===== config.mk =====
export PLATFORM = sky130hd
export DESIGN_NAME = stack_with_reverse_and_sorted_push_top
export DESIGN_NICKNAME = d
export VERILOG_FILES = /design/src/rtl/core/swrsp_pkg.sv /design/src/rtl/core/swrsp_ram.sv /design/src/rtl/core/stack_with_reverse_and_sorted_push_top.sv
export SDC_FILE = /design/constraint.sdc
export NUM_CORES = 1
export LEC_CHECK = 0
export ABC_CLOCK_PERIOD_IN_PS = 5100
export BUFFER_PORTS_ARGS = -buffer_cell sky130_fd_sc_hd__buf_4
export CORE_MARGIN = 5
export CORE_UTILIZATION = 62
export DETAILED_ROUTE_END_ITERATION = 7
export GPL_TIMING_DRIVEN = 0
export PLACE_DENSITY = 0.87
export SYNTH_ARGS = -nofsm -noshare
export SYNTH_HDL_FRONTEND = slang
export SYNTH_SLANG_ARGS = --single-unit

===== constraint.sdc =====
create_clock -name clk -period 5.1 [get_ports clk]
set_input_delay 0 -clock clk [delete_from_list [all_inputs] [get_ports clk]]
set_output_delay 0 -clock clk [all_outputs]
set_load 0.05 [all_outputs]

===== src/rtl/core/swrsp_pkg.sv =====
// shared constants, operation and status codes for the sorted-push stack
`timescale 1ns / 1ps
`default_nettype none

package swrsp_pkg;

	// stack geometry
	localparam int DEPTH      = 16;
	localparam int WORD_WIDTH = 32;
	localparam int ADDR_W     = $clog2(DEPTH);
	localparam int CNT_W      = $clog2(DEPTH + 1);

	// stream payload widths
	localparam int VALUE_W     = 32;
	localparam int DATA_W      = 32;
	localparam int STATUS_W    = 2;
	localparam int OP_W        = 2;
	localparam int OUT_FIELD_W = DATA_W + STATUS_W + CNT_W;
	localparam int OUT_TDATA_W = ((OUT_FIELD_W + 7) / 8) * 8;

	typedef logic signed [WORD_WIDTH-1:0] word_t;

	// operation codes carried on the input tuser
	typedef enum logic [OP_W-1:0] {
		OP_PUSH      = 2'd0,
		OP_POP       = 2'd1,
		OP_REVERSE   = 2'd2,
		OP_SORT_PUSH = 2'd3
	} op_t;

	// result status codes
	typedef enum logic [STATUS_W-1:0] {
		STAT_OK    = 2'd0,
		STAT_EMPTY = 2'd1,
		STAT_FULL  = 2'd2
	} status_t;

endpackage

`default_nettype wire


===== src/rtl/core/swrsp_ram.sv =====
// simple dual-port ram: one write port, one registered read port
`timescale 1ns / 1ps
`default_nettype none

module swrsp_ram #(
	parameter int WIDTH = 32,
	parameter int DEPTH = 16
) (
	input  wire logic                     clk,
	input  wire logic                     we,
	input  wire logic [$clog2(DEPTH)-1:0] waddr,
	input  wire logic [WIDTH-1:0]         wdata,
	input  wire logic [$clog2(DEPTH)-1:0] raddr,
	output logic      [WIDTH-1:0]         rdata
);

	logic [WIDTH-1:0] mem [DEPTH];

	// write port
	always_ff @(posedge clk) begin
		if (we) begin
			mem[waddr] <= wdata;
		end
	end

	// registered read, old data on a same-address collision
	always_ff @(posedge clk) begin
		rdata <= mem[raddr];
	end

endmodule

`default_nettype wire


===== src/rtl/core/stack_with_reverse_and_sorted_push_top.sv =====
// top level of the lifo stack with reverse and sorted push
`timescale 1ns / 1ps
`default_nettype none

// A 16-deep stack of signed 32-bit words driven by one operation per input
// transfer: push, pop, reverse, or push followed by an ascending sort (largest
// on top). Each operation returns exactly one result transfer carrying the
// popped word (zero otherwise), a status (ok, pop on empty, push on full) and
// the entry count afterward. The entries sit in a ram with one write and one
// registered read port, and a single signed comparator does all sorting. A
// sorted push that grows the stack to n entries (n >= 2) runs bubble passes
// from top to bottom until a pass makes no swap: one or two passes when the
// stack was already in order, at most n passes; onto an empty stack, none.
// The block takes no new operation until the current one has produced its
// result; one finished result may wait in the output register meanwhile.

module stack_with_reverse_and_sorted_push_top (
	input  wire logic                                clk,
	input  wire logic                                arst_n,
	// input stream
	input  wire logic                                s_tvalid,
	output logic                                     s_tready,
	input  wire logic [swrsp_pkg::VALUE_W-1:0]       s_tdata,   // value[31:0]
	input  wire logic [swrsp_pkg::OP_W-1:0]          s_tuser,   // op[1:0]
	// result stream
	output logic                                     m_tvalid,
	input  wire logic                                m_tready,
	output logic      [swrsp_pkg::OUT_TDATA_W-1:0]   m_tdata    // data[31:0], status[33:32],
	                                                            // count[38:34], zero pad
);

	localparam int AW = swrsp_pkg::ADDR_W;
	localparam int CW = swrsp_pkg::CNT_W;
	localparam int WW = swrsp_pkg::WORD_WIDTH;

	typedef enum logic [3:0] {
		S_IDLE,
		S_POP_RD,
		S_REV_HI,
		S_REV_W1,
		S_REV_W2,
		S_SRT_START,
		S_SRT_LOAD,
		S_SRT_RUN,
		S_SRT_LAST,
		S_RESP
	} state_t;

	state_t                      state_q;
	logic [CW-1:0]               fill_q;
	logic [AW-1:0]               lo_q;
	logic [AW-1:0]               hi_q;
	logic [AW-1:0]               idx_q;
	swrsp_pkg::word_t            tmp_q;
	swrsp_pkg::word_t            carry_q;
	logic                        swap_q;
	logic [swrsp_pkg::DATA_W-1:0] res_data_q;
	swrsp_pkg::status_t          res_status_q;
	logic                        m_valid_q;
	logic [swrsp_pkg::DATA_W-1:0] out_data_q;
	swrsp_pkg::status_t          out_status_q;
	logic [CW-1:0]               out_count_q;

	logic                        accept;
	swrsp_pkg::op_t              op;
	logic                        full;
	logic                        empty;
	logic [AW-1:0]               top_addr;
	logic [AW-1:0]               fill_addr;
	swrsp_pkg::word_t            in_word;
	swrsp_pkg::word_t            rd_word;
	logic [WW-1:0]               rd_data;
	logic                        ram_we;
	logic [AW-1:0]               ram_waddr;
	logic [WW-1:0]               ram_wdata;
	logic [AW-1:0]               ram_raddr;
	logic                        swap_now;
	logic                        rev_more;
	logic                        out_load;

	// entry storage
	swrsp_ram #(
		.WIDTH(WW),
		.DEPTH(swrsp_pkg::DEPTH)
	) u_ram (
		.clk  (clk),
		.we   (ram_we),
		.waddr(ram_waddr),
		.wdata(ram_wdata),
		.raddr(ram_raddr),
		.rdata(rd_data)
	);

	// input decode and status flags
	assign s_tready  = (state_q == S_IDLE);
	assign accept    = s_tvalid && s_tready;
	assign op        = swrsp_pkg::op_t'(s_tuser);
	assign full      = (fill_q == CW'(swrsp_pkg::DEPTH));
	assign empty     = (fill_q == '0);
	assign top_addr  = AW'(fill_q - CW'(1));
	assign fill_addr = fill_q[AW-1:0];
	assign in_word   = swrsp_pkg::word_t'(s_tdata[WW-1:0]);
	assign rd_word   = swrsp_pkg::word_t'(rd_data);

	// shared comparator: the word read lies below the carried word but is larger
	assign swap_now = (rd_word > carry_q);

	// another pair left to swap after the current one
	assign rev_more = ((AW + 1)'(lo_q) + (AW + 1)'(2)) < (AW + 1)'(hi_q);

	// ram port control
	always_comb begin
		ram_we    = 1'b0;
		ram_waddr = fill_addr;
		ram_wdata = in_word;
		ram_raddr = top_addr;
		unique case (state_q)
			S_IDLE: begin
				if (accept && (op == swrsp_pkg::OP_PUSH || op == swrsp_pkg::OP_SORT_PUSH)
						&& !full) begin
					ram_we = 1'b1;
				end
				if (op == swrsp_pkg::OP_REVERSE) begin
					ram_raddr = '0;
				end
			end
			S_POP_RD: begin
				ram_raddr = top_addr;
			end
			S_REV_HI: begin
				ram_raddr = hi_q;
			end
			S_REV_W1: begin
				ram_we    = 1'b1;
				ram_waddr = lo_q;
				ram_wdata = rd_data;
				ram_raddr = hi_q;
			end
			S_REV_W2: begin
				ram_we    = 1'b1;
				ram_waddr = hi_q;
				ram_wdata = tmp_q;
				ram_raddr = AW'(lo_q + AW'(1));
			end
			S_SRT_START: begin
				ram_raddr = top_addr;
			end
			S_SRT_LOAD: begin
				ram_raddr = AW'(top_addr - AW'(1));
			end
			S_SRT_RUN: begin
				ram_we    = 1'b1;
				ram_waddr = AW'(idx_q + AW'(1));
				ram_wdata = swap_now ? rd_data : carry_q;
				ram_raddr = AW'(idx_q - AW'(1));
			end
			S_SRT_LAST: begin
				ram_we    = 1'b1;
				ram_waddr = '0;
				ram_wdata = carry_q;
				ram_raddr = top_addr;
			end
			S_RESP: begin
				ram_raddr = top_addr;
			end
			default: begin
				ram_raddr = top_addr;
			end
		endcase
	end

	assign out_load = (state_q == S_RESP) && (!m_valid_q || m_tready);

	// sequencer
	always_ff @(posedge clk or negedge arst_n) begin
		if (!arst_n) begin
			state_q      <= S_IDLE;
			fill_q       <= '0;
			swap_q       <= 1'b0;
			res_status_q <= swrsp_pkg::STAT_OK;
			res_data_q   <= '0;
		end else begin
			unique case (state_q)
				S_IDLE: begin
					if (accept) begin
						res_data_q   <= '0;
						res_status_q <= swrsp_pkg::STAT_OK;
						unique case (op)
							swrsp_pkg::OP_PUSH: begin
								if (full) begin
									res_status_q <= swrsp_pkg::STAT_FULL;
								end else begin
									fill_q <= CW'(fill_q + CW'(1));
								end
								state_q <= S_RESP;
							end
							swrsp_pkg::OP_SORT_PUSH: begin
								if (full) begin
									res_status_q <= swrsp_pkg::STAT_FULL;
									state_q      <= S_RESP;
								end else begin
									fill_q  <= CW'(fill_q + CW'(1));
									swap_q  <= 1'b0;
									state_q <= empty ? S_RESP : S_SRT_START;
								end
							end
							swrsp_pkg::OP_POP: begin
								if (empty) begin
									res_status_q <= swrsp_pkg::STAT_EMPTY;
									state_q      <= S_RESP;
								end else begin
									fill_q  <= CW'(fill_q - CW'(1));
									state_q <= S_POP_RD;
								end
							end
							swrsp_pkg::OP_REVERSE: begin
								if (fill_q < CW'(2)) begin
									state_q <= S_RESP;
								end else begin
									lo_q    <= '0;
									hi_q    <= top_addr;
									state_q <= S_REV_HI;
								end
							end
							default: begin
								state_q <= S_RESP;
							end
						endcase
					end
				end
				S_POP_RD: begin
					res_data_q <= swrsp_pkg::DATA_W'(rd_word);
					state_q    <= S_RESP;
				end
				// reverse: read low, read high, write both
				S_REV_HI: begin
					tmp_q   <= rd_word;
					state_q <= S_REV_W1;
				end
				S_REV_W1: begin
					state_q <= S_REV_W2;
				end
				S_REV_W2: begin
					lo_q    <= AW'(lo_q + AW'(1));
					hi_q    <= AW'(hi_q - AW'(1));
					state_q <= rev_more ? S_REV_HI : S_RESP;
				end
				// sort: bubble passes from the top, carrying the smaller word down
				S_SRT_START: begin
					state_q <= S_SRT_LOAD;
				end
				S_SRT_LOAD: begin
					carry_q <= rd_word;
					idx_q   <= AW'(top_addr - AW'(1));
					state_q <= S_SRT_RUN;
				end
				S_SRT_RUN: begin
					if (swap_now) begin
						swap_q <= 1'b1;
					end else begin
						carry_q <= rd_word;
					end
					if (idx_q == '0) begin
						state_q <= S_SRT_LAST;
					end else begin
						idx_q <= AW'(idx_q - AW'(1));
					end
				end
				S_SRT_LAST: begin
					swap_q  <= 1'b0;
					state_q <= swap_q ? S_SRT_LOAD : S_RESP;
				end
				S_RESP: begin
					if (out_load) begin
						state_q <= S_IDLE;
					end
				end
				default: begin
					state_q <= S_IDLE;
				end
			endcase
		end
	end

	// output register
	always_ff @(posedge clk or negedge arst_n) begin
		if (!arst_n) begin
			m_valid_q <= 1'b0;
		end else if (out_load) begin
			m_valid_q <= 1'b1;
		end else if (m_tready) begin
			m_valid_q <= 1'b0;
		end
	end

	// result payload
	always_ff @(posedge clk) begin
		if (out_load) begin
			out_data_q   <= res_data_q;
			out_status_q <= res_status_q;
			out_count_q  <= fill_q;
		end
	end

	assign m_tvalid = m_valid_q;
	assign m_tdata  = swrsp_pkg::OUT_TDATA_W'({out_count_q, out_status_q, out_data_q});

endmodule

`default_nettype wire


# After elaboration in Yosys (flattened, before gate mapping)
# Memory sizes are Yosys's and may differ from the RTL's. A register that Yosys moved wholly into a read port is not among the register bits.
# Cells that the tools add are included.
# totals
register_bits	160
mem_bits_rw	512
inputBits	38
elab_cells	128
n_memories	1
# memory_table
name	depth	word_bits	read_ports	rd_clocked_by_memory_dff	write_ports	line	source
u_ram.mem	16	32	1	1	1	swrsp_ram.sv:17	logic [WIDTH-1:0] mem [DEPTH];
# classes
n_addsub	8
magnitude_cmp	3
eq_ne	25
mux	47
reduce_logical	30
# op_table
operator	count
32-bit case mux with 2 select lines	2
32-bit case mux with 4 select lines	1
32-bit 2-to-1 mux	3
4-bit 2-to-1 mux	17
4-bit case mux with 10 select lines	1
32-bit greater-than comparator	1
4-bit case mux with 4 select lines	2
4-bit case mux with 2 select lines	3
4-bit case mux with 5 select lines	1
2-bit inequality test, second input constant	9
4-bit by 3-bit == test with 1-bit output, second input constant	4
5-bit AND reduction	3
4-bit by 1-bit subtractor with 4-bit output, second input constant	3
1-bit 2-to-1 mux	10
5-bit 2-to-1 mux	2
5-bit case mux with 2 select lines	1
2-bit nonzero test	5
3-bit AND reduction	3
4-bit by 1-bit adder with 4-bit output, second input constant	2
4-bit by 2-bit == test with 1-bit output, second input constant	2
4-bit == test, second input constant	2
4-bit zero test	2
2-bit by 1-bit inequality test with 1-bit output, second input constant	3
2-bit AND reduction	3
other kinds (21)	28

# Longest topological paths before layout
# logic_depth
depth_word	8
ltp_mapped	12

# Hierarchy
# Synthesis repeated with hierarchy kept, for this count alone.
# unflattened
cells_unflattened	1625
hier_area_um2	28113.2
# modules_own_cells
module	n_inst	cells_per_inst	area_each_um2	seq_area_each_um2
swrsp_ram	1	838	19835.3	16015.4
stack_with_reverse_and_sorted_push_top	1	787	8277.9	4579.4

# Least setup slack after synthesis
# Ideal clock, no wire load.
# synth_path
kind	reg-to-reg
start	register carry_q[31]
end	register carry_q[0] (enable)
setup_time_ps	432
t_arrival_ps	3242
required_ps	4668
path_slack_ps	1426
path_stages_with_launch	8
path_buffers	0
synth_period_minus_slack_ps	3674
path_cell_list	edfxtp_1 > inv_1 > ha_1 > nand4_1 > or4_1 > nor2_1 > a211oi_2 > a21oi_1
# synth_via
elab_chain_len	3
# synth_rtl
element	line	source
start, declared	stack_with_reverse_and_sorted_push_top.sv:55	swrsp_pkg::word_t carry_q;
start signal, assigned	stack_with_reverse_and_sorted_push_top.sv:253	carry_q <= rd_word;
start signal, assigned	stack_with_reverse_and_sorted_push_top.sv:261	carry_q <= rd_word;
32-bit greater-than comparator	stack_with_reverse_and_sorted_push_top.sv:106	assign swap_now = (rd_word > carry_q);
2-bit inequality test (no line)	--	
3-bit AND reduction (no line)	--	
# Every way passes these cells.
# A chain may end at the register's enable or synchronous reset.

# Final worst setup path
# layout_path
start	register u_ram.rdata[15], read port of u_ram.mem
end	memory u_ram.mem[3][15] (data pin)
# layout_via
elab_chain_len	3
# layout_rtl
element	line	source
start, declared	swrsp_ram.sv:14	output logic [WIDTH-1:0] rdata
32-bit greater-than comparator	stack_with_reverse_and_sorted_push_top.sv:106	
32-bit 2-to-1 mux	stack_with_reverse_and_sorted_push_top.sv:154	ram_wdata = swap_now ? rd_data : carry_q;
32-bit case mux with 4 select lines *	stack_with_reverse_and_sorted_push_top.sv:117	unique case (state_q)
net ram_wdata[15]	stack_with_reverse_and_sorted_push_top.sv:75	logic [WW-1:0] ram_wdata;
end, declared	swrsp_ram.sv:17	
# Mark *: on every way through the listed nets, which the timed path passes. The rest lies on a longest branch.

==> results.py <==
metrics = {
    "routing": {
        "met2_length_mm": 36.09,
        "drc": 0,
        "wl_per_cell_microns": 27.96,
        "vias": 17530,
        "wl_met3_mm": 8.246,
        "antenna_left": 0,
        "dr.pass1.iters": 6,
        "m1WireLength_mm": 27.34,
        "wl_mm": 75.22,
        "highest_layer": "met4",
        "drt_iter0_drc": 2378,
        "routed_via_density": 6.516,
    },
    "timing": {
        "setup_viol": 0,
        "layout_setup_ws_ns": 0.5338,
        "maxSlewHeadroom_pct": 22.63,
        "fin_crit_sh_pct": 89.53,
        "rsz0062_at_grt": "no",
        "hold_violations": 0,
        "fmax_mhz": 219.0,
        "drv_slew": 0,
        "fin_worst_skew_ns": 0.02646,
        "period_minus_slack_ns": 4.566,
        "worst_pin_slew_ns": 1.153,
    },
    "logic_synthesis": {
        "synthesis.area_sq_um": 29380,
        "ys_types": 59,
        "synth_edf_count": 627,
        "syn_nets": 1945,
        "async_reset_ff_share_pct": 6.392,
        "synthCells": 1858,
        "ys_seq_area_share_pct": 70.11,
        "avgSynthCellArea_sq_um": 15.81,
        "ys_ff_latch": 704,
        "yosys_warnings": 0,
        "synthFlopType": "edfxtp_1",
    },
    "floorplan": {
        "die_w_microns": 227.7,
        "start_util_pct": 62.83,
        "dieArea_sq_um": 51830,
        "io_pins": 80,
        "rows": 79,
        "die_h_microns": 227.7,
        "core_area_sq_um": 46750,
    },
    "global_routing": {
        "grt_usage_pct": 29.05,
        "grt_pass1_vias": 17830,
        "grt_max_degree": 44,
        "grt_pass1_wl_mm": 110.4,
        "gr-total-overflow": 0,
        "antenna_found_initial": 0,
    },
    "critical_path": {
        "cp-end-kind": "register",
        "crit_path_start_kind": "register",
        "crit_arrival_ns": 4.88,
        "critical_path_peak_fanout": 16,
        "required_ns": 5.41,
        "r2r_slack_ns": 0.53,
        "rr_startpoint": "u_ram.rdata[15]",
        "critPathKind": "reg2reg",
        "r2r-end": "u_ram.mem[3][15]",
        "reg2reg_depth": 9,
    },
    "finish": {
        "nets": 2119,
        "fin_util_pct": 71.73,
        "diodes": 0,
        "drive_above_1_share_pct": 13.06,
        "fill_cells": 2716,
        "syn_to_final_growth_pct": 14.17,
    },
    "clock_tree": {
        "clockBufferDepth": 3,
        "cts_tree": "yes",
        "htree_num_levels": 3,
        "numCtsBuffers": 68,
        "cts_root_buffer": "clkbuf_16",
        "clkTransAtPathRegs_ns": 0.06,
        "insertion_delay_ns": 0.62,
        "cts-resized-gates": 0,
        "post_cts_buffers": 0,
        "cts_sinks": 704,
    },
    "outcome": {
        "status": "finished clean",
    },
    "run": {
        "maxCapViolCount": 0,
    },
    "power_and_ir_drop": {
        "p_leak_nw": 12.90,
        "p_int_mw": 15.07,
        "pwr_density_cell_nw_per_um2": 735.7,
        "power.share.clock_pct": 19.6,
        "pwr-share-comb_pct": 43.7,
        "power_frac_seq_pct": 36.8,
        "peakVddDrop_mv": 0.4285,
        "p_switching_mw": 9.601,
        "p_sw_share_pct": 38.91,
    },
    "worst_hold_path": {
        "holdPathStages": 4,
        "hold-path-endpoint": "u_ram.mem[6][12]",
        "min_from": "s_tdata[12]",
        "hold_path.class": "in2reg",
    },
    "place": {
        "io_buffers": 78,
        "place_congestion": 0.9015,
        "dpl.hpwl_mm": 48.90,
        "dp_slack_ns": 0.8210,
    },
}
## stage by stage
step           power, mW  cells  hold WS [ns]  cell area (sq um)  TNS [ns]
3_3_place_gp       18.85   2543       0.06177              30720   -349.24
6_report           24.67   2690        0.2899              33540         0
5_1_grt            25.53   2690        0.3293              33540         0
3_5_place_dp       19.55   2562       0.07538              31340         0
4_1_cts            24.48   2690        0.2422              33530         0
2_1_floorplan      16.06   1858       -0.2956              29380         0
## timing repair
action,4_1_cts,5_1_grt
endpoints found under the setup margin,0,0
hold endpoints to repair,55,0
hold buffers,7,0
## routing by layer
layer | global-route usage [%] | vias up
li1 | - | 7417
met1 | 37.46 | 8651
met2 | 47.43 | 1214
met3 | 6.717 | 246
met4 | 13.70 | 0
met5 | 0 | -
## worst max-delay path, cell delays in order (launching register included)
cell	delay, ns
dfxtp_1	0.39
ha_1	0.34
nand4_1	0.28
nor3_1	0.50
a21boi_1	0.29
o41ai_1	0.21
a211oi_2	0.71
o211a_2	0.47
buf_2	0.44
a221o_1	0.62
## cell families after synthesis
family                   synth area share, %
multiplexers                           16.50
other                                0.01277
AO/OA/AOI/OAI                          3.850
AND/OR/NAND/NOR                        4.362
XOR/XNOR                              0.5367
buffers and inverters                  2.547
adder cells (fa/ha/maj)                2.087
flip-flops                             70.11
## Yosys cell counts (4+ instances only)
cell / n / area [sq um]
clkbuf_1: 30 / 112.6
nand2_1: 95 / 356.6
xor2_1: 11 / 96.34
nor3_1: 8 / 40.04
nand4_1: 8 / 50.05
nor2_1: 104 / 390.4
nor2b_1: 4 / 25.02
nand3_1: 51 / 255.2
buf_6: 15 / 168.9
mux2i_1: 483 / 4835
nor3b_1: 5 / 37.54
o21ai_0: 12 / 60.06
ha_1: 49 / 613.1
a21oi_1: 67 / 335.3
dfxtp_1: 32 / 640.6
inv_1: 49 / 183.9
a22oi_1: 4 / 30.03
buf_2: 25 / 125.1
xnor2_1: 7 / 61.31
a211oi_1: 5 / 37.54
dfrtp_1: 45 / 1126
o22ai_1: 4 / 25.02
o21ai_1: 5 / 25.02
a221o_1: 33 / 330.3
buf_4: 16 / 120.1
buf_1: 9 / 33.78
a21o_1: 7 / 52.55
edfxtp_1: 627 / 18830
## sequential cells by signal, indices dropped and copies added, names as in the netlist, 5 cells and up
signal / count
out_count_q: 5
out_data_q: 32
u_ram.mem: 512
u_ram.rdata: 32
carry_q: 32
res_data_q: 32
tmp_q: 32
fill_q: 5
## cells in the final DEF (no fill, tap or decap), types with 5 or more instances in the layout
cell / n
nor3_1: 8
dfxtp_1: 32
dfrtp_1: 45
nor2_1: 86
nand4_1: 8
dlygate4sd3_1: 6
clkbuf_16: 72
buf_2: 25
o21ai_0: 12
edfxtp_1: 627
mux2i_1: 483
a21oi_1: 66
nor3b_1: 5
clkbuf_1: 52
ha_1: 49
nand3_1: 51
o21ai_1: 5
xor2_1: 11
buf_6: 15
buf_4: 94
nor2_4: 18
clkinv_2: 8
buf_1: 9
nand2_1: 95
buf_16: 13
a221o_1: 33
xnor2_1: 7
buf_12: 7
a211oi_1: 5
a21o_1: 7
inv_1: 49
clkinv_1: 9
## how the worst max path moves through the flow
stage | start | endpoint | slack (ns) | cells after the start
floorplan | carry_q[31] | carry_q[0] | 1.43 | 7
CTS | u_ram.rdata[31] | u_ram.mem[3][11] | 0.82 | 9
finish | u_ram.rdata[15] | u_ram.mem[3][15] | 0.53 | 9
detailed placement | u_ram.rdata[31] | u_ram.mem[6][8] | 0.82 | 9
global route | u_ram.rdata[31] | u_ram.mem[2][15] | 0.59 | 9
global placement | state_q[0] | u_ram.mem[5][20] | -0.86 | 8
## power groups by stage
stage | clock network [mW] | logic [mW] | registers (mW)
6_report | 4.83 | 10.8 | 9.07
5_1_grt | 5.08 | 11.3 | 9.13
4_1_cts | 4.85 | 10.6 | 9.04
3_5_place_dp | 0 | 10.4 | 9.14
3_3_place_gp | 0 | 9.71 | 9.14
2_1_floorplan | 0 | 6.91 | 9.15
## cell type report
cell class / count / area, sq um / area share, %
Sequential cell: 704 / 20590 / 61.41
Tap cell: 607 / 759.5 / 2.265
Clock buffer: 98 / 1939 / 5.783
Inverter: 50 / 187.7 / 0.5596
Multi-Input combinational cell: 1009 / 8185 / 24.41
Timing Repair Buffer: 104 / 1144 / 3.410
Buffer: 95 / 560.5 / 1.671
Clock inverter: 23 / 166.4 / 0.4962
(Power assumes the default switching activity.)
